$ cat config.mk
export PLATFORM = sky130hd
export DESIGN_NAME = stpmw_ctrl
export DESIGN_NICKNAME = d
export VERILOG_FILES = /design/src/rtl/stpmw_pkg.sv /design/src/rtl/stpmw_ctrl.sv
export SDC_FILE = /design/constraint.sdc
export NUM_CORES = 1
export LEC_CHECK = 0
export ABC_AREA = 0
export BUFFER_PORTS_ARGS = -buffer_cell sky130_fd_sc_hd__buf_4
export CORE_MARGIN = 2
export CORE_UTILIZATION = 55
export CTS_BUF_LIST = sky130_fd_sc_hd__clkbuf_4
export CTS_CLUSTER_SIZE = 40
export DETAILED_ROUTE_END_ITERATION = 10
export PLACE_DENSITY = 0.86
export SYNTH_ARGS = -nofsm -noshare
export SYNTH_HDL_FRONTEND = slang
export SYNTH_SLANG_ARGS = --single-unit
export TNS_END_PERCENT = 20
$ cat constraint.sdc
create_clock -name clock -period 6.4 [get_ports clock]
set_input_delay 0.96 -clock clock [delete_from_list [all_inputs] [get_ports clock]]
set_output_delay 0.96 -clock clock [all_outputs]
set_load 0.02 [all_outputs]
$ cat src/rtl/stpmw_pkg.sv
package stpmw_pkg;

   typedef struct packed {
      logic [2:0]  kind;
      logic [31:0] sector;
      logic [7:0]  entry_pos;
      logic [31:0] page_value;
   } req_word_type;

   typedef struct packed {
      logic [31:0] result_value;
      logic [1:0]  status;
      logic        in_window;
   } rsp_word_type;

   typedef struct packed {
      logic wr_en;
      logic rd_en;
   } mem_ctl_type;

   localparam logic [2:0] KIND_LOOKUP     = 3'd0;
   localparam logic [2:0] KIND_STORE      = 3'd1;
   localparam logic [2:0] KIND_FIND       = 3'd2;
   localparam logic [2:0] KIND_LOAD       = 3'd3;
   localparam logic [2:0] KIND_INVALIDATE = 3'd4;

   localparam logic [1:0] STATUS_OK        = 2'd0;
   localparam logic [1:0] STATUS_NO_WINDOW = 2'd1;
   localparam logic [1:0] STATUS_OUTSIDE   = 2'd2;
   localparam logic [1:0] STATUS_NOT_FOUND = 2'd3;

   localparam logic [31:0] ALL_ONES = 32'hFFFF_FFFF;

   localparam int unsigned CSR_ADDR_W = 3;
   localparam logic REG_ENTRY_COUNT       = 1'b0;
   localparam logic REG_SECTORS_PER_ENTRY = 1'b1;

   localparam logic [8:0]  ENTRY_COUNT_RESET = 9'd256;
   localparam logic [15:0] SPE_RESET         = 16'd8;

endpackage

$ cat src/rtl/stpmw_ctrl.sv
module stpmw_ctrl #(
   parameter int unsigned MAX_ENTRIES = 256
) (
   input  logic                           clock,
   input  logic                           reset,
   input  logic                           req_valid,
   output logic                           req_ready,
   input  stpmw_pkg::req_word_type        req_word,
   input  logic [8:0]                     entry_count,
   input  logic [15:0]                    sectors_per_entry,
   output logic                           res_valid,
   input  logic                           res_take,
   output stpmw_pkg::rsp_word_type        res_word,
   output stpmw_pkg::mem_ctl_type         mem_ctl,
   output logic [$clog2(MAX_ENTRIES)-1:0] mem_addr,
   output logic [31:0]                    mem_wdata,
   input  logic [31:0]                    mem_rdata,
   output logic                           div_start,
   output logic [31:0]                    div_dividend,
   output logic [15:0]                    div_divisor,
   input  logic                           div_done,
   input  logic [31:0]                    div_quotient
);
   import stpmw_pkg::*;

   localparam int unsigned ADDR_W = $clog2(MAX_ENTRIES);
   localparam int unsigned CNT_W  = $clog2(MAX_ENTRIES + 1);

   typedef enum logic [5:0] {
      ST_CLEAR = 6'b000001,
      ST_IDLE  = 6'b000010,
      ST_DIV   = 6'b000100,
      ST_READ  = 6'b001000,
      ST_SCAN  = 6'b010000,
      ST_DONE  = 6'b100000
   } state_type;

   function automatic rsp_word_type make_rsp(logic [31:0] v, logic [1:0] s, logic w);
      rsp_word_type r;
      r.result_value = v;
      r.status       = s;
      r.in_window    = w;
      return r;
   endfunction

   state_type          state_ff, state_in;
   logic [31:0]        base_ff, base_in;
   logic [ADDR_W-1:0]  clr_idx_ff, clr_idx_in;
   logic               clr_reply_ff, clr_reply_in;
   logic               is_store_ff, is_store_in;
   logic [31:0]        page_ff, page_in;
   logic [CNT_W-1:0]   scan_idx_ff, scan_idx_in;
   logic [31:0]        scan_sector_ff, scan_sector_in;
   rsp_word_type       res_ff, res_in;

   logic [CNT_W-1:0]   used;
   logic [CNT_W-1:0]   scan_next;
   logic [15:0]        size;
   logic               loaded;
   logic               accept;

   always_comb begin
      if (32'(entry_count) > 32'(MAX_ENTRIES)) begin
         used = CNT_W'(MAX_ENTRIES);
      end else begin
         used = CNT_W'(entry_count);
      end
      size      = (sectors_per_entry == '0) ? 16'd1 : sectors_per_entry;
      loaded    = base_ff != ALL_ONES;
      scan_next = scan_idx_ff + CNT_W'(1);
   end

   assign req_ready = state_ff == ST_IDLE;
   assign accept    = req_valid && req_ready;
   assign res_valid = state_ff == ST_DONE;
   assign res_word  = res_ff;

   always_comb begin
      state_in       = state_ff;
      base_in        = base_ff;
      clr_idx_in     = clr_idx_ff;
      clr_reply_in   = clr_reply_ff;
      is_store_in    = is_store_ff;
      page_in        = page_ff;
      scan_idx_in    = scan_idx_ff;
      scan_sector_in = scan_sector_ff;
      res_in         = res_ff;
      mem_ctl        = '0;
      mem_addr       = '0;
      mem_wdata      = ALL_ONES;
      div_start      = 1'b0;
      div_dividend   = req_word.sector - base_ff;
      div_divisor    = size;

      case (state_ff)
         ST_CLEAR: begin
            mem_ctl.wr_en = 1'b1;
            mem_addr      = clr_idx_ff;
            if (clr_idx_ff == ADDR_W'(MAX_ENTRIES - 1)) begin
               clr_reply_in = 1'b0;
               state_in     = clr_reply_ff ? ST_DONE : ST_IDLE;
            end else begin
               clr_idx_in = clr_idx_ff + ADDR_W'(1);
            end
         end
         ST_IDLE: begin
            if (accept) begin
               page_in     = req_word.page_value;
               is_store_in = req_word.kind == KIND_STORE;
               case (req_word.kind)
                  KIND_LOOKUP, KIND_STORE: begin
                     if (!loaded) begin
                        res_in   = make_rsp(ALL_ONES, STATUS_NO_WINDOW, 1'b0);
                        state_in = ST_DONE;
                     end else if (req_word.sector < base_ff) begin
                        res_in   = make_rsp(ALL_ONES, STATUS_OUTSIDE, 1'b0);
                        state_in = ST_DONE;
                     end else begin
                        div_start = 1'b1;
                        state_in  = ST_DIV;
                     end
                  end
                  KIND_FIND: begin
                     if (!loaded) begin
                        res_in   = make_rsp(ALL_ONES, STATUS_NO_WINDOW, 1'b0);
                        state_in = ST_DONE;
                     end else if (used == '0) begin
                        res_in   = make_rsp(ALL_ONES, STATUS_NOT_FOUND, 1'b0);
                        state_in = ST_DONE;
                     end else begin
                        // first read goes out now, compare starts next cycle
                        mem_ctl.rd_en  = 1'b1;
                        mem_addr       = '0;
                        scan_idx_in    = '0;
                        scan_sector_in = base_ff;
                        state_in       = ST_SCAN;
                     end
                  end
                  KIND_LOAD: begin
                     base_in = req_word.sector;
                     if (32'(req_word.entry_pos) < 32'(used)) begin
                        mem_ctl.wr_en = 1'b1;
                        mem_addr      = ADDR_W'(req_word.entry_pos);
                        mem_wdata     = req_word.page_value;
                        res_in        = make_rsp('0, STATUS_OK, 1'b0);
                     end else begin
                        res_in = make_rsp(ALL_ONES, STATUS_OUTSIDE, 1'b0);
                     end
                     state_in = ST_DONE;
                  end
                  KIND_INVALIDATE: begin
                     clr_idx_in   = '0;
                     clr_reply_in = 1'b1;
                     res_in       = make_rsp('0, STATUS_OK, 1'b0);
                     state_in     = ST_CLEAR;
                  end
                  default: begin
                     res_in   = make_rsp('0, STATUS_OK, 1'b0);
                     state_in = ST_DONE;
                  end
               endcase
            end
         end
         ST_DIV: begin
            if (div_done) begin
               if (div_quotient >= 32'(used)) begin
                  res_in   = make_rsp(ALL_ONES, STATUS_OUTSIDE, 1'b0);
                  state_in = ST_DONE;
               end else if (is_store_ff) begin
                  mem_ctl.wr_en = 1'b1;
                  mem_addr      = ADDR_W'(div_quotient);
                  mem_wdata     = page_ff;
                  res_in        = make_rsp('0, STATUS_OK, 1'b1);
                  state_in      = ST_DONE;
               end else begin
                  mem_ctl.rd_en = 1'b1;
                  mem_addr      = ADDR_W'(div_quotient);
                  state_in      = ST_READ;
               end
            end
         end
         ST_READ: begin
            res_in   = make_rsp(mem_rdata, STATUS_OK, 1'b1);
            state_in = ST_DONE;
         end
         ST_SCAN: begin
            // mem_rdata holds entry scan_idx_ff; next entry is read alongside
            if (mem_rdata == page_ff) begin
               res_in   = make_rsp(scan_sector_ff, STATUS_OK, 1'b1);
               state_in = ST_DONE;
            end else if (scan_next == used) begin
               res_in   = make_rsp(ALL_ONES, STATUS_NOT_FOUND, 1'b0);
               state_in = ST_DONE;
            end else begin
               mem_ctl.rd_en  = 1'b1;
               mem_addr       = ADDR_W'(scan_next);
               scan_idx_in    = scan_next;
               scan_sector_in = scan_sector_ff + 32'(size);
            end
         end
         ST_DONE: begin
            if (res_take) begin
               state_in = ST_IDLE;
            end
         end
         default: begin
            state_in = ST_IDLE;
         end
      endcase
   end

   always_ff @(posedge clock) begin
      if (reset) begin
         state_ff     <= ST_CLEAR;
         base_ff      <= ALL_ONES;
         clr_idx_ff   <= '0;
         clr_reply_ff <= 1'b0;
      end else begin
         state_ff     <= state_in;
         base_ff      <= base_in;
         clr_idx_ff   <= clr_idx_in;
         clr_reply_ff <= clr_reply_in;
      end
   end

   always_ff @(posedge clock) begin
      is_store_ff    <= is_store_in;
      page_ff        <= page_in;
      scan_idx_ff    <= scan_idx_in;
      scan_sector_ff <= scan_sector_in;
      res_ff         <= res_in;
   end

endmodule

== Word-level counts from Yosys, hierarchy flattened ==
Cells that the tools add are included.

* Flip-flop bits (word level): 156
* Bits of input ports: 169
* Output and inout port bits: 128
* Word-level logic and storage cells: 149

* Add/subtract/negate cells: 4
* Magnitude comparators: 4
* Eq/ne operators: 29
* Mux-type cells: 86
* Reduce and logical (&&, ||, !) cells: 15

{| class="wikitable"
|+ Operators by type and width
! operator !! number
|-
| 35-bit two-way mux || 11
|-
| 32-bit two-way mux || 12
|-
| 35-bit case mux with 4 select lines || 1
|-
| 32-bit case mux with 2 select lines || 2
|-
| 35-bit case mux with 3 select lines || 1
|-
| 8-bit two-way mux || 10
|-
| 6-bit two-way mux || 13
|-
| 9-bit two-way mux || 7
|-
| 6-bit case mux with 6 select lines || 1
|-
| 32-bit by 16-bit adder with 32-bit output || 1
|-
| 32-bit equality test || 1
|-
| 32-bit by 9-bit >= comparator with 1-bit output || 1
|-
| 32-bit < comparator || 1
|-
| 32-bit != test, second input constant || 1
|-
| 8-bit case mux with 4 select lines || 1
|-
| 32-bit subtractor || 1
|-
| 6-bit case mux with 3 select lines || 1
|-
| 9-bit case mux with 2 select lines || 1
|-
| 1-bit two-way mux || 17
|-
| 16-bit logical NOT || 1
|-
| 16-bit two-way mux || 1
|-
| 8-bit case mux with 2 select lines || 1
|-
| 7-bit AND reduction || 2
|-
| 2-bit != test, second input constant || 6
|-
| other kinds (31) || 43
|}

== Logic depth before layout (Yosys ltp) ==
* Word-level depth: 8
* Gate-level depth with buffers: 14
* Gate-level depth less buffers: 14

== Least setup slack after synthesis ==
OpenSTA, ideal clock, no wires.

* Path kind: input to register
* From: input req_word[40] in the netlist's numbering
* To: register res_ff, in the netlist res_word[0] (enable)
* Library setup time: 0.439 ns
* Arrival time: 4.288 ns
* Required time: 5.961 ns
* Path slack: 1.673 ns
* Stages on the path: 11
* Path buffers: 0
* Cell sequence: inv_1 -> ha_1 -> fa_1 -> nand2b_1 -> a21oi_1 -> o21ai_1 -> a21oi_1 -> a211oi_2 -> o21ai_1 -> a41o_1 -> a21oi_1

* Longest elaborated chain between the ends: 3

{| class="wikitable"
|+ RTL lines
! item !! line !! source
|-
| start, declared || stpmw_ctrl.sv:8 || <nowiki>input stpmw_pkg::req_word_type req_word,</nowiki>
|-
| 32-bit < comparator || stpmw_ctrl.sv:115 || <nowiki>end else if (req_word.sector < base_ff) begin</nowiki>
|-
| 4-bit != test (no source line) || -- ||
|-
| 7-bit AND reduction (no source line) || -- ||
|-
| end signal, assigned || stpmw_ctrl.sv:231 || <nowiki>res_ff <= res_in;</nowiki>
|-
| end, declared || stpmw_ctrl.sv:54 || <nowiki>rsp_word_type res_ff, res_in;</nowiki>
|}

No other way between the ends.
A chain may end at the register's enable or synchronous reset.

== Worst setup path after layout ==
* From: input entry_count[8]
* To: output mem_wdata[24]

* Longest elaborated chain between the ends: 7
* Elaborated cells on any way between the ends: 10
* Classes of those cells: 3 x order compare; 7 x mux

{| class="wikitable"
|+ RTL lines
! item !! line !! source
|-
| start, declared || stpmw_ctrl.sv:9 || <nowiki>input logic [8:0] entry_count,</nowiki>
|-
| 9-bit > comparator || stpmw_ctrl.sv:63 || <nowiki>if (32'(entry_count) > 32'(MAX_ENTRIES)) begin</nowiki>
|-
| 9-bit two-way mux * || stpmw_ctrl.sv:63 ||
|-
| parallel branches: the longest is 4 deep, another holds 32-bit by 9-bit >= comparator with 1-bit output || -- ||
|-
| 32-bit case mux with 2 select lines * || stpmw_ctrl.sv:95 || <nowiki>case (state_ff)</nowiki>
|-
| end, declared || stpmw_ctrl.sv:16 || <nowiki>output logic [31:0] mem_wdata,</nowiki>
|}

Every way passes the cells marked *.

==> flow_summary.toml <==
[outcome]
status = "completed"

[setup_path]
slowest_delay_ns = 0.68
critical_path_class = "in2out"
rr_worst_depth = 10
cp_slowest_cell = "nand2_1"
rrSetupSlack_ns = 2.45
endpoint = "mem_wdata[24]"
crit_path_max_fanout = 32
cp-startpoint = "entry_count[8]"
crit_chain = "buf_4, inv_4, nand2_1, ha_1, and3_1, a211o_1, a31oi_1, nand2_1, nor2_4, nand2_1, o22a_1, buf_4"
cp.depth = 12
cp.required_ns = 5.44
end_kind = "output pin"
cpMostUsedCell = "nand2_1"
reg2reg_to = "res_word[3]"
worstPathArrival_ns = 4.32
worstSetupStartpointType = "input port"
r2r-start = "base_ff[7]"
cp_top_family = "simple AND/OR/NAND/NOR gates"
cp_num_buf_inv = 3

[yosys]
synth_edf_count = 109
synthSimpleGateAreaFrac = 0.161
synth_compound_area_frac = 0.218
ys.flop_type = "edfxtp_1"
synthAdderAreaFrac = 0.0823
ys_top_cells_by_count = "109 x edfxtp_1, 96 x nor2_1, 77 x nand2_1"
synth_cells = 1103
synth_cell_types = 77
muxShareOfSynthArea = 0.00107
synth_xor_area_frac = 0.0887
syn_area_um2 = 10500
syn_avg_cell_area_um2 = 9.54
synthTopCellsByArea = "edfxtp_1 31%, dfxtp_1 8.9%, ha_1 7.9%, xnor2_1 5.5%, nor2_1 3.4%"
ys_warn_count = 0
synth_top_family_by_area = "compound AO/OA/AOI/OAI gates"
yosysMostFrequentCell = "edfxtp_1"
ys_ff_latch = 156
yosys.area.top_type = "edfxtp_1"
syn_nets = 1340
seq_area_frac_synth = 0.401
synth.top_cell.area_share = 0.311
ys_async_sr_fraction = 0

[run]
cap_viol_max_count = 0

[timing]
period_needed_ns = 5.28
tns_ns = 0
holdWs_ns = 0.513
setup_ws_ns = 1.12
finalHoldViolCount = 0
tightest_slew_ns = 1.21
max_freq_mhz = 189
rsz0062_at_grt = "no"
fin_worst_skew_ns = 0.0255
final_max_slew_viol_count = 0
slew_headroom = 0.194
setup_viol = 0
period_share = 0.825

[power]
ir_worst_vdd_v = 0.0000855
p_int_mw = 1.49
p_sw_mw = 0.573
swShare = 0.277
power_frac_comb = 0.170
power_density_nw_per_um2 = 157
p_leak_nw = 5.97
p_seq_frac = 0.528
pwr-share-clk = 0.302

[die]
die-width_um = 142
chipHeight_um = 142
core_um2 = 18700
num_rows = 50
start_util = 0.562
dieArea_um2 = 20200
boundaryPins = 297

[clocking]
cts_tree = "built"
cts_sinks = 156
clk_pin_slew_ns = 0.14
clk_latency_ns = 0.56
htree_levels = 4
cts_setup_buffers = 0
cts-resized-gates = 0
cts_buffer_depth = 2
clockRootBuffer = "clkbuf_4"
cts_buffers = 17
cts_hold_buf = 0

[finish]
instances_no_fill = 1612
syn_to_final_growth_pct = 24.9
drive_above_1_share = 0.261
fill_cells = 1484
layout.nets = 1601

[placed_design]
place_inst = 1579
io_buffers = 296
pre_cts_ws_ns = 1.21
gp_congestion = 0.951
hpwl_um = 25400

[drt]
vias_per_cell = 6.16
dr.pass1.iters = 5
routed_wl_um = 32300
num_vias = 9927
ant_nets = 0
first_iter_violations = 981
wl_per_cell_um = 20.0
drc_errors = 0

[global_routing]
grt_max_degree = 71
grt_pass1_vias = 9227
antenna_found_initial = 1
overflow = 0
grt_pass1_wl_um = 48900
gr-usage-all-layers = 0.312

[min_path]
holdCritPathClass = "reg2reg"
[power by group through the flow]
stage | clock, mW | sequential [mW] | combinational, mW
after floorplan | 0 | 1.11 | 0.178
after global placement | 0 | 1.11 | 0.342
after detailed placement | 0 | 1.11 | 0.347
after CTS | 0.635 | 1.09 | 0.349
after global routing | 0.678 | 1.09 | 0.378
final | 0.624 | 1.09 | 0.352
[sequential cells by signal, summed over array words and instances, names as in the netlist]
signal,cells
page_ff,32
is_store_ff,1
state_ff,6
clr_reply_ff,1
scan_idx_ff,9
res_word,35
base_ff,32
scan_sector_ff,32
clr_idx_ff,8
[metrics by stage]
step	instance area (um^2)	total power, mW	util
2_1_floorplan	10500	1.29	-
3_3_place_gp	12800	1.46	0.687
3_5_place_dp	12800	1.46	0.687
4_1_cts	13100	2.08	0.702
5_1_grt	13100	2.15	0.703
6_report	13100	2.07	0.703
[worst min-delay path by stage]
stage | start | to | depth (start not counted)
4_1_cts | clr_reply_ff | clr_reply_ff | 2
6_report | clr_reply_ff | clr_reply_ff | 2
5_1_grt | req_word[4] | page_ff[4] | 1
3_5_place_dp | clr_reply_ff | clr_reply_ff | 2
2_1_floorplan | clr_reply_ff | clr_reply_ff | 2
3_3_place_gp | clr_reply_ff | clr_reply_ff | 2
[kinds of logic (layout without fill, tap and decap cells)]
family	count (synthesis)	in the layout
simple gates	335	335
compound gates	316	316
flops	156	156
buf+inv	123	397
xor+xnor	104	104
fa+ha+maj	68	68
mux	1	1
other cells	0	1
[worst register-to-register path, stage by stage, from the launching register on]
cell,delay [ns]
dfxtp_1,0.44
inv_1,0.08
ha_1,0.35
a21o_1,0.18
a21oi_1,0.27
and2b_1,0.17
a21oi_1,0.08
a211oi_2,0.38
o21ai_1,0.22
a41o_1,0.41
a21oi_4,0.97
[layout make-up]
class | instances | area [um^2] | share of cell area
Clock buffer | 18 | 135 | 0.0103
Timing Repair Buffer | 303 | 2270 | 0.173
Antenna cell | 1 | 2.50 | 0.000190
Inverter | 62 | 235 | 0.0179
Multi-Input combinational cell | 824 | 5830 | 0.444
Sequential cell | 156 | 4210 | 0.321
Tap cell | 234 | 293 | 0.0223
Clock inverter | 14 | 158 | 0.0120
[placed cells by master, fill, tap and decap left out, types with 9 or more instances in the layout]
| master | netlist | final |
|---|---|---|
| a211o_1 | 35 | 35 |
| a21o_1 | 21 | 21 |
| a21oi_1 | 49 | 48 |
| a221o_1 | 34 | 34 |
| and2_1 | 9 | 9 |
| and3_1 | 15 | 15 |
| buf_4 | 1 | 303 |
| clkbuf_4 | 0 | 18 |
| dfxtp_1 | 47 | 47 |
| edfxtp_1 | 109 | 109 |
| ha_1 | 66 | 66 |
| inv_1 | 60 | 60 |
| nand2_1 | 77 | 77 |
| nand2b_1 | 18 | 18 |
| nand3_1 | 17 | 17 |
| nand4_1 | 32 | 32 |
| nor2_1 | 96 | 96 |
| nor4_1 | 15 | 15 |
| o21a_1 | 11 | 11 |
| o21ai_0 | 63 | 63 |
| o21ai_1 | 14 | 13 |
| o22a_1 | 31 | 31 |
| xnor2_1 | 66 | 66 |
| xor2_1 | 35 | 35 |
[per-layer routing]
| layer | vias to the layer above | global-route usage | wire length (um) |
|---|---|---|---|
| met5 | - | 0 | 0 |
| met4 | 0 | 0.143 | 1270 |
| met3 | 66 | 0.0619 | 2980 |
| met2 | 510 | 0.492 | 14500 |
| met1 | 4707 | 0.418 | 13500 |
| li1 | 4644 | - | - |
Power figures use the tool's default switching activity.
