[src/rtl/stpmw_pkg.sv]
package stpmw_pkg;

   typedef struct packed {
      logic [2:0]  kind;
      logic [31:0] sector;
      logic [7:0]  entry_pos;
      logic [31:0] page_value;
   } req_word_type;

   typedef struct packed {
      logic [31:0] result_value;
      logic [1:0]  status;
      logic        in_window;
   } rsp_word_type;

   typedef struct packed {
      logic wr_en;
      logic rd_en;
   } mem_ctl_type;

   localparam logic [2:0] KIND_LOOKUP     = 3'd0;
   localparam logic [2:0] KIND_STORE      = 3'd1;
   localparam logic [2:0] KIND_FIND       = 3'd2;
   localparam logic [2:0] KIND_LOAD       = 3'd3;
   localparam logic [2:0] KIND_INVALIDATE = 3'd4;

   localparam logic [1:0] STATUS_OK        = 2'd0;
   localparam logic [1:0] STATUS_NO_WINDOW = 2'd1;
   localparam logic [1:0] STATUS_OUTSIDE   = 2'd2;
   localparam logic [1:0] STATUS_NOT_FOUND = 2'd3;

   localparam logic [31:0] ALL_ONES = 32'hFFFF_FFFF;

   localparam int unsigned CSR_ADDR_W = 3;
   localparam logic REG_ENTRY_COUNT       = 1'b0;
   localparam logic REG_SECTORS_PER_ENTRY = 1'b1;

   localparam logic [8:0]  ENTRY_COUNT_RESET = 9'd256;
   localparam logic [15:0] SPE_RESET         = 16'd8;

endpackage

[src/rtl/stpmw_div.sv]
module stpmw_div (
   input  logic        clock,
   input  logic        reset,
   input  logic        start,
   input  logic [31:0] dividend,
   input  logic [15:0] divisor,
   output logic        done,
   output logic [31:0] quotient
);
   import stpmw_pkg::*;

   localparam logic [4:0] STEP_LAST = 5'd31;

   logic        busy_ff, busy_in;
   logic        done_ff, done_in;
   logic [4:0]  step_ff, step_in;
   logic [31:0] quo_ff, quo_in;
   logic [15:0] rem_ff, rem_in;
   logic [15:0] dvs_ff, dvs_in;
   logic [16:0] trial;
   logic [16:0] diff;
   logic        ge;

   // restoring division, one quotient bit a cycle
   always_comb begin
      trial    = {rem_ff, quo_ff[31]};
      diff     = trial - {1'b0, dvs_ff};
      ge       = trial >= {1'b0, dvs_ff};
      busy_in  = busy_ff;
      done_in  = 1'b0;
      step_in  = step_ff;
      quo_in   = quo_ff;
      rem_in   = rem_ff;
      dvs_in   = dvs_ff;
      if (start) begin
         busy_in = 1'b1;
         step_in = '0;
         quo_in  = dividend;
         rem_in  = '0;
         dvs_in  = divisor;
      end else if (busy_ff) begin
         rem_in  = ge ? diff[15:0] : trial[15:0];
         quo_in  = {quo_ff[30:0], ge};
         step_in = step_ff + 5'd1;
         if (step_ff == STEP_LAST) begin
            busy_in = 1'b0;
            done_in = 1'b1;
         end
      end
   end

   always_ff @(posedge clock) begin
      if (reset) begin
         busy_ff <= 1'b0;
         done_ff <= 1'b0;
         step_ff <= '0;
      end else begin
         busy_ff <= busy_in;
         done_ff <= done_in;
         step_ff <= step_in;
      end
   end

   always_ff @(posedge clock) begin
      quo_ff <= quo_in;
      rem_ff <= rem_in;
      dvs_ff <= dvs_in;
   end

   assign done     = done_ff;
   assign quotient = quo_ff;

endmodule

[config.mk]
export PLATFORM = sky130hd
export DESIGN_NAME = stpmw_div
export DESIGN_NICKNAME = d
export VERILOG_FILES = /design/src/rtl/stpmw_pkg.sv /design/src/rtl/stpmw_div.sv
export SDC_FILE = /design/constraint.sdc
export NUM_CORES = 1
export LEC_CHECK = 0
export BUFFER_PORTS_ARGS = -buffer_cell sky130_fd_sc_hd__buf_2
export CAP_MARGIN = 20
export CELL_PAD_IN_SITES_DETAIL_PLACEMENT = 0
export CELL_PAD_IN_SITES_GLOBAL_PLACEMENT = 2
export CORE_AREA = 2 2 128 105
export CTS_BUF_LIST = sky130_fd_sc_hd__clkbuf_16
export CTS_CLUSTER_DIAMETER = 40
export DETAILED_ROUTE_END_ITERATION = 10
export DIE_AREA = 0 0 130 107
export PLACE_DENSITY = 0.82
export SYNTH_ARGS = -nofsm -noshare
export SYNTH_HDL_FRONTEND = slang
export SYNTH_SLANG_ARGS = --single-unit
export TNS_END_PERCENT = 10
[constraint.sdc]
create_clock -name clock -period 2.3 [get_ports clock]
set_input_delay 0.46 -clock clock [delete_from_list [all_inputs] [get_ports clock]]
set_output_delay 0.46 -clock clock [all_outputs]
set_load 0.02 [all_outputs]
### Word level (Yosys, flattened, before mapping)

Cells that the tools add are included.

| storage, ports and cells | value |
|---|---|
| flip-flop bits (word level) | 71 |
| input bits | 51 |
| output and inout port bits | 33 |
| logic and storage cells | 21 |

| operators by class | value |
|---|---|
| add/sub/neg operators | 2 |
| $lt $le $gt $ge | 1 |
| equal/unequal tests | 1 |
| muxes and demuxes | 7 |
| bitwise gates (word level) | 1 |
| reductions and logical operators | 3 |

Operator list:

| operator | number |
|---|---|
| 2-to-1 mux 32 bit | 2 |
| greater-or-equal comparator 17 x 16 -> 1 bit | 1 |
| 2-to-1 mux 16 bit | 1 |
| subtractor 16 bit | 1 |
| adder 5 x 1 -> 5 bit, second input constant | 1 |
| == test 5 bit, second input constant | 1 |
| 2-to-1 mux 1 bit | 4 |
| OR reduction 3 bit | 1 |
| nonzero test 2 bit | 1 |
| OR reduction 2 bit | 1 |
| NOT 1 bit | 1 |

### Depth between registers and ports, before layout

Gate-level depths: netlist (run 1).

| depth | value |
|---|---|
| word-level depth | 4 |
| depth in mapped cells | 10 |
| mapped depth without buffers | 9 |

### Worst setup path after synthesis (run 1)

OpenSTA, ideal clock, no wires.

| path | value |
|---|---|
| path kind | reg-to-reg |
| start point | register dvs_ff[4] |
| end point | register quo_ff[0], in the netlist quotient[0] (data pin) |
| setup time | 0.271 ns |
| arrival time | 2.074 ns |
| required time | 2.029 ns |
| setup slack | -0.045 ns |
| stages on the path, launching flop included | 10 |
| buffers on the path | 1 |
| clock period less this slack | 2.345 ns |
| cell sequence | edfxtp_1 inv_1 ha_1 and2_4 a221oi_4 a21oi_2 or4_4 buf_6 nand2_1 o21ai_0 |

| between the ends | value |
|---|---|
| cells in the longest elaborated chain, start to end | 3 |

Ends and longest elaborated chain:

| item | RTL line | source |
|---|---|---|
| from (decl) | stpmw_div.sv:19 | `logic [15:0] dvs_ff, dvs_in;` |
| from (signal assigned) | stpmw_div.sv:67 | `dvs_ff <= dvs_in;` |
| greater-or-equal comparator 17 x 16 -> 1 bit | stpmw_div.sv:28 | `ge = trial >= {1'b0, dvs_ff};` |
| 2-to-1 mux 32 bit | stpmw_div.sv:41 | `end else if (busy_ff) begin` |
| 2-to-1 mux 32 bit | stpmw_div.sv:35 | `if (start) begin` |
| net quo_in[0] | stpmw_div.sv:17 | `logic [31:0] quo_ff, quo_in;` |
| to (signal assigned) | stpmw_div.sv:65 | `quo_ff <= quo_in;` |
| to (decl) | stpmw_div.sv:17 |  |

The timed path passes the listed nets, and every way through them passes these cells. The select of a mux whose other input is x is not followed.
A chain may end at the register's enable or synchronous reset.

### Worst setup path in the final report (run 1)

| path | value |
|---|---|
| start point | register rem_ff[3] |
| end point | register rem_ff[12] |

| between the ends | value |
|---|---|
| cells in the longest elaborated chain, start to end | 2 |
| elaborated cells between the ends (all ways) | 3 |
| classes of those cells | add/sub: 1; order compare: 1; mux: 1 |

Ends and longest elaborated chain:

| item | RTL line | source |
|---|---|---|
| from (decl) | stpmw_div.sv:18 | `logic [15:0] rem_ff, rem_in;` |
| from (signal assigned) | stpmw_div.sv:66 | `rem_ff <= rem_in;` |
| subtractor 16 bit or greater-or-equal comparator 17 x 16 -> 1 bit (tied branches) | stpmw_div.sv:27, stpmw_div.sv:28 |  |
| 2-to-1 mux 16 bit (*) | stpmw_div.sv:42 | `rem_in = ge ? diff[15:0] : trial[15:0];` |

Every way passes the cells marked *; elsewhere a longest branch is shown, timed or not.

==> metrics.txt, run 1 <==
status=complete, but fails checks; violated checks=setup timing; CTS tree=yes; Fmax=428.6 MHz; Area after DPL=0.004731 mm²; port bufs=83; DIE AREA=0.01391 mm²; fin cells=646; fin nets=about 540; grt total ovfl=0; Clock Sink Count=71; number of flops mapped to enable cells by yosys=48; period utilisation layout=1.015; Setup crit end kind=flop; combinational power share=0.204; worst clock skew=0.007959 ns; switch share=0.2841; Power Density=719.8 mW/mm²; DR WL/cell=~15 µm; Worst Hold Class=primary input to flop; final routed DRC violation total=0; Via density=4.824; Sw Pwr=between 0.001 and 0.0015 W; Skew-Pair Late Insertion Delay=0.34 ns; first-pass GRT wire length=15,920 µm; Yosys reg bits=71; crit path launch type=flop; Clock Tree Root=clkbuf_16; routed via count=3,116; worst-margin pin slew=0.6105 ns; CTS Buf Count=9; area taken by multi-input logic gates=0.001961 mm²; cells after synthesis=348; Post-Syn Area=between 0.003 and 0.004 mm²; Seq/Total Area, Yosys=0.4956; Final Max Tran Viols=0; Critical Path RT=2.50 ns; commonest register cell after synthesis=edfxtp_1; DRT Wirelength=approximately 10,000 µm; Max Cap Viol=0; DR pass1 iterations=4; RSZ-0062 raised after global routing=yes; number of core rows=37; share of layout cells above drive strength 1=0.4225; setup violators final=3; Yosys cell types=55; clock group share of total power=0.388; H-tree depth=3; cell area after layout=0.005215 mm²; filler cell count=between 1,000 and 1,500; DRT antenna net count=0; minimum hold slack=a little under 0.3 ns; Hold Vio Cnt, Final=0; DRT iter0 DRCs=178; core region area=0.01264 mm²; GPL Wtd Cong=0.8529; number of global-route vias before repair=3,146; min Tclk post-route=2.333 ns; maximum clock insertion buffer count=2; commonest non-fill, non-tap cell in the layout=buf_2; Register Area=0.001902 mm²; Synth Warn #=0; dpl hpwl=about 7500 µm; WS Path Type=flop to flop; syn avg cell area=11.03 µm²; Pint=0.002687 W; largest net degree at the start of global routing=67; Die X=130 µm; Area Overhead vs Synth=35.90%; most frequent cells in the layout=buf_2 (83), edfxtp_1 (48), buf_4 (38); Mapped Nets=roughly 420; crit-path max FO=5; Initial Util=0.3036; # diodes=0; Final WS setup=-0.03337 ns; Die Y=107 µm; critical path arrival=2.53 ns; worst ir drop on vdd=0.0003534 V; worst relative slew slack=0.5915; Leakage=2.151 nW; Reg clk slew, reported paths=~0.060 ns; sequential share of power=0.409; Placed Cells=roughly 630; GRT Total Usage=0.1484; ys async rst share=0; Ports=84; initial antenna violation count=0
==> worst max-delay path, stage by stage, from the launching register on <==
cell and delay, ns:
dfxtp_1 0.43, ha_4 0.26, buf_4 0.14, nand4_1 0.17, buf_4 0.14, a211oi_2 0.03, buf_4 0.15, o2111a_1 0.27
o32a_1 0.31, xnor2_1 0.16, o221ai_1 0.14
==> final timing paths <==
kind                    from         end  slack, ns  cells past startpoint
setup / recovery   rem_ff[3]  rem_ff[12]      -0.03                     10
hold / removal    divisor[4]   dvs_ff[4]       0.30                      1
setup reg to reg   rem_ff[3]  rem_ff[12]      -0.03                     10
hold reg to reg    rem_ff[7]   rem_ff[7]       0.51                      2
==> through the flow <==
step | total power, W | utilization | worst slack [ns] | setup TNS (ns)
2_1_floorplan | 0.001994 | - | -0.005683 | -0.005683
3_3_place_gp | 0.002269 | 0.3743 | -0.06707 | -0.1909
3_5_place_dp | 0.002276 | 0.3743 | -0.1029 | -0.4219
4_1_cts | 0.003752 | 0.4002 | -0.05688 | -0.1320
5_1_grt | 0.003929 | 0.4126 | -0.1108 | -0.6728
6_report | 0.003754 | 0.4126 | -0.03337 | -0.04560
==> cell families after synthesis <==
kind of cell	share of synthesized area
AO/OA/AOI/OAI	0.1536
XOR/XNOR	0.02511
adder cells (fa/ha/maj)	0.06391
buffers and inverters	0.04010
flip-flops	0.4956
multiplexers	0.09879
AND/OR/NAND/NOR	0.1229
==> synth_stat cells, types with 5 or more instances <==
cell       n  share of area
edfxtp_1  48           0.38
mux2_2    31          0.091
dfxtp_1   23           0.12
nor2_1    23          0.022
inv_1     22          0.022
nand2_1   21          0.021
ha_1      18          0.059
o21ai_0   17          0.022
a21oi_1   14          0.018
clkbuf_1  12          0.012
nor3_1    10          0.013
nand3_1    7         0.0091
nand4_1    7          0.011
a211oi_1   6          0.012
xnor2_1    6          0.014
a311oi_1   5          0.011
a31oi_1    5         0.0082
nand2b_1   5         0.0082
o211ai_1   5         0.0098
xor2_1     5          0.011
==> sequential cells by signal (all words and copies together) (netlist names) <==
register	cells
dvs_ff	16
done	1
rem_ff	16
quotient	32
busy_ff	1
step_ff	5
==> layer usage <==
metal  track usage  wire (µm)
met1        0.2009       4889
met2        0.2311       4676
met3       0.03892        332
met4       0.04762        111
met5             0          0
==> timing repair <==
| item | 4_1_cts | 5_1_grt |
|---|---|---|
| hold buffers | 0 | 0 |
| pin swaps | 2 | 7 |
| gates cloned | 1 | 0 |
| resized for setup | 2 | 20 |
| endpoints found under the hold margin | 0 | 0 |
| setup buffers | 0 | 4 |
| setup endpoints to repair | 10 | 17 |
==> power groups by stage <==
stage / clock (W) / sequential [W] / combinational (W)
6_report: 0.00146 / 0.00153 / 0.000764
5_1_grt: 0.00155 / 0.00154 / 0.000835
4_1_cts: 0.00149 / 0.00153 / 0.000725
3_5_place_dp: 0 / 0.00156 / 0.000717
3_3_place_gp: 0 / 0.00155 / 0.000715
2_1_floorplan: 0 / 0.00163 / 0.000368
==> layout make-up <==
cell class / count / area share
Multi-Input combinational cell: 239 / 0.3760
Sequential cell: 71 / 0.3647
Timing Repair Buffer: 123 / 0.1420
Clock buffer: 9 / 0.04319
Tap cell: 175 / 0.04199
Clock inverter: 7 / 0.01631
Inverter: 22 / 0.01583
Note: power is estimated with default switching activity, not from simulation.
==> inputs of run 2 (changes only) <==
--- a/config.mk
+++ b/config.mk
@@ -8,13 +8,13 @@
 export BUFFER_PORTS_ARGS = -buffer_cell sky130_fd_sc_hd__buf_2
 export CAP_MARGIN = 20
 export CELL_PAD_IN_SITES_DETAIL_PLACEMENT = 0
-export CELL_PAD_IN_SITES_GLOBAL_PLACEMENT = 2
-export CORE_AREA = 2 2 128 105
+export CELL_PAD_IN_SITES_GLOBAL_PLACEMENT = 1
+export CORE_AREA = 2 2 121 99
 export CTS_BUF_LIST = sky130_fd_sc_hd__clkbuf_16
 export CTS_CLUSTER_DIAMETER = 40
 export DETAILED_ROUTE_END_ITERATION = 10
-export DIE_AREA = 0 0 130 107
-export PLACE_DENSITY = 0.82
+export DIE_AREA = 0 0 123 101
+export PLACE_DENSITY = 0.77
 export SYNTH_ARGS = -nofsm -noshare
 export SYNTH_HDL_FRONTEND = slang
 export SYNTH_SLANG_ARGS = --single-unit
==> run 2 against run 1 <==
Net effect:
- the run still ends with setup timing left
- first-iteration DRC count rose by 29%
- clock power fell by 9%
- non-clock buffer count rose by 13
- combinational power fell by 2%
- utilization rose by 4.7 points
- worst hold slack improved by 0.0021 ns
- design area fell by 0.36%
==> metrics.txt, run 2 (synthesis results as in run 1) <==
Die Y=101 µm (was 107 µm); Area Overhead vs Synth=35.41% (was 35.90%); DRT iter0 DRCs=229 (was 178); number of core rows=35 (was 37); crit path launch type=flop (unchanged); Initial Util=0.3396 (was 0.3036); Fmax=430.2 MHz (was 428.6 MHz); DR WL/cell=14.93 µm (was 15.50 µm); first-pass GRT wire length=14,900 µm (was 15,920 µm); grt total ovfl=0 (unchanged); Setup crit end kind=flop (unchanged); min Tclk post-route=2.324 ns (was 2.333 ns); Pwr Total=0.003611 W (was 0.003754 W); Final Max Tran Viols=0 (unchanged); worst-margin pin slew=0.5875 ns (was 0.6105 ns); largest net degree at the start of global routing=24 (was 67); dpl hpwl=7200 µm (was 7457 µm); H-tree depth=3 (unchanged); CTS tree=yes (unchanged); maximum clock insertion buffer count=2 (unchanged); CTS Buf Count=9 (unchanged); Power Density=694.9 mW/mm² (was 719.8 mW/mm²); number of global-route vias before repair=3,046 (was 3,146); DIE AREA=0.01242 mm² (was 0.01391 mm²); RSZ-0062 raised after global routing=yes (unchanged); commonest non-fill, non-tap cell in the layout=buf_2 (unchanged); fin nets=548 (was 536); status=complete, but fails checks (unchanged); Die X=123 µm (was 130 µm); Worst Hold Class=primary input to flop (unchanged); Hold Vio Cnt, Final=0 (unchanged); # diodes=0 (unchanged); max FFs per register=32 (unchanged); DRT Wirelength=9418 µm (was 10,010 µm); port bufs=83 (unchanged); worst clock skew=0.006830 ns (was 0.007959 ns); cell area after layout=0.005196 mm² (was 0.005215 mm²); final core utilization=0.4599 (was 0.4126); WS Path Type=flop to flop (unchanged); most frequent cells in the layout=buf_2 (83), buf_4 (50), edfxtp_1 (48) (was buf_2 (83), edfxtp_1 (48), buf_4 (38)); Leakage=2.197 nW (was 2.151 nW); Clock Tree Root=clkbuf_16 (unchanged); Max Cap Viol=0 (unchanged); Slowest cell on crit path=or4_4 (was dfxtp_1); Skew-Pair Late Insertion Delay=0.34 ns (about the same); worst ir drop on vdd=0.0004919 V (was 0.0003534 V); hold_buf cts=0 (unchanged); Clock Sink Count=71 (unchanged); violated checks=setup timing (unchanged); Area after DPL=0.004797 mm² (was 0.004731 mm²); worst relative slew slack=0.6083 (was 0.5915); setup violators final=7 (was 3); Reg clk slew, reported paths=0.06 ns (about the same); Via density=4.973 (was 4.824); final routed DRC violation total=0 (unchanged); crit-path cells=inv_2, ha_4, a21o_1, a211o_1, or4_4, buf_6, nand4_1, a311oi_1 (was ha_4, buf_4, nand4_1, buf_4, a211oi_2, buf_4, o2111a_1, o32a_1, xnor2_1, o221ai_1); Final WS setup=-0.02442 ns (was -0.03337 ns); core region area=0.01130 mm² (was 0.01264 mm²); routed via count=3,138 (was 3,116); crit-path max FO=8 (was 5); Ports=84 (unchanged); DRT antenna net count=0 (unchanged); GRT Total Usage=0.1557 (was 0.1484); period utilisation layout=1.011 (was 1.015); critical path arrival=2.53 ns (about the same); Critical Path RT=2.51 ns (was 2.50 ns); DR pass1 iterations=4 (unchanged); initial antenna violation count=0 (unchanged); slowest stage delay, CP=0.66 ns (was 0.43 ns); share of layout cells above drive strength 1=0.4348 (was 0.4225); GPL Wtd Cong=0.8940 (was 0.8529)
[run 2: changes by cell type in the layout (fill, tap and decap cells not counted), moves of 2 or more]
cell,delta
nand2b_1,+3
o21ai_2,+2
nand2b_4,-2
buf_4,+12
a21oi_4,-2
o21ai_1,-2
buf_6,+2
a21oi_2,+3
[run 2: stage by stage]
step / setup WS, ns / hold WS (ns) / TNS (ns) / std cells
6_report: -0.02442 / 0.2974 / -0.1125 / 631
4_1_cts: 0.007684 / 0.2803 / 0 / 631
5_1_grt: -0.09930 / 0.2858 / -1.067 / 631
3_3_place_gp: -0.05349 / 0.4920 / -0.1176 / 613
3_5_place_dp: -0.07224 / 0.5040 / -0.3983 / 613
2_1_floorplan: -0.005683 / 0.4619 / -0.005683 / 348
[run 2: layout make-up]
cell class	instances	area (µm²)
Inverter	22	82.58
Fill cell	1073	6102
Clock inverter	7	61.31
Multi-Input combinational cell	238	1907
Tap cell	148	185.2
Timing Repair Buffer	136	833.3
Sequential cell	71	1902
Clock buffer	9	225.2
[run 2: final timing paths]
path	from	to	slack, ns	depth (start not counted)
worst max register to register	dvs_ff[14]	rem_ff[9]	-0.02	8
worst max-delay path	dvs_ff[14]	rem_ff[9]	-0.02	8
worst min-delay path	divisor[7]	dvs_ff[7]	0.30	1
worst min register to register	rem_ff[9]	rem_ff[9]	0.52	2
[run 2: critical path, delay by kind of cell, from the launching register on]
| family | cells | cell delay, ns |
|---|---|---|
| buf+inv | 2 | 0.25 |
| flops | 1 | 0.39 |
| compound gates | 3 | 0.63 |
| simple gates | 2 | 0.74 |
| fa+ha+maj | 1 | 0.19 |
[run 2: routing by layer]
metal	wire length, µm	up-vias	share of wire	track usage
met5	0	-	0	0
met4	167	0	0.018	0.05507
met2	4384	78	0.47	0.2444
met1	4429	1463	0.47	0.2085
li1	-	1584	-	-
met3	438	13	0.047	0.03903
[run 2: repair_timing]
action / in CTS / in global routing
cloned: 0 / 0
setup endpoints to repair: 11 / 17
resized for setup: 6 / 13
pin swaps: 3 / 9
buffers inserted: 2 / 0
[run 2: report_power, final]
| part | total (W) | switching, W | internal (W) |
|---|---|---|---|
| combinational | 0.000749 | 0.000406 | 0.000343 |
| sequential | 0.00153 | 0.0000526 | 0.00148 |
| clock | 0.00133 | 0.000578 | 0.000750 |
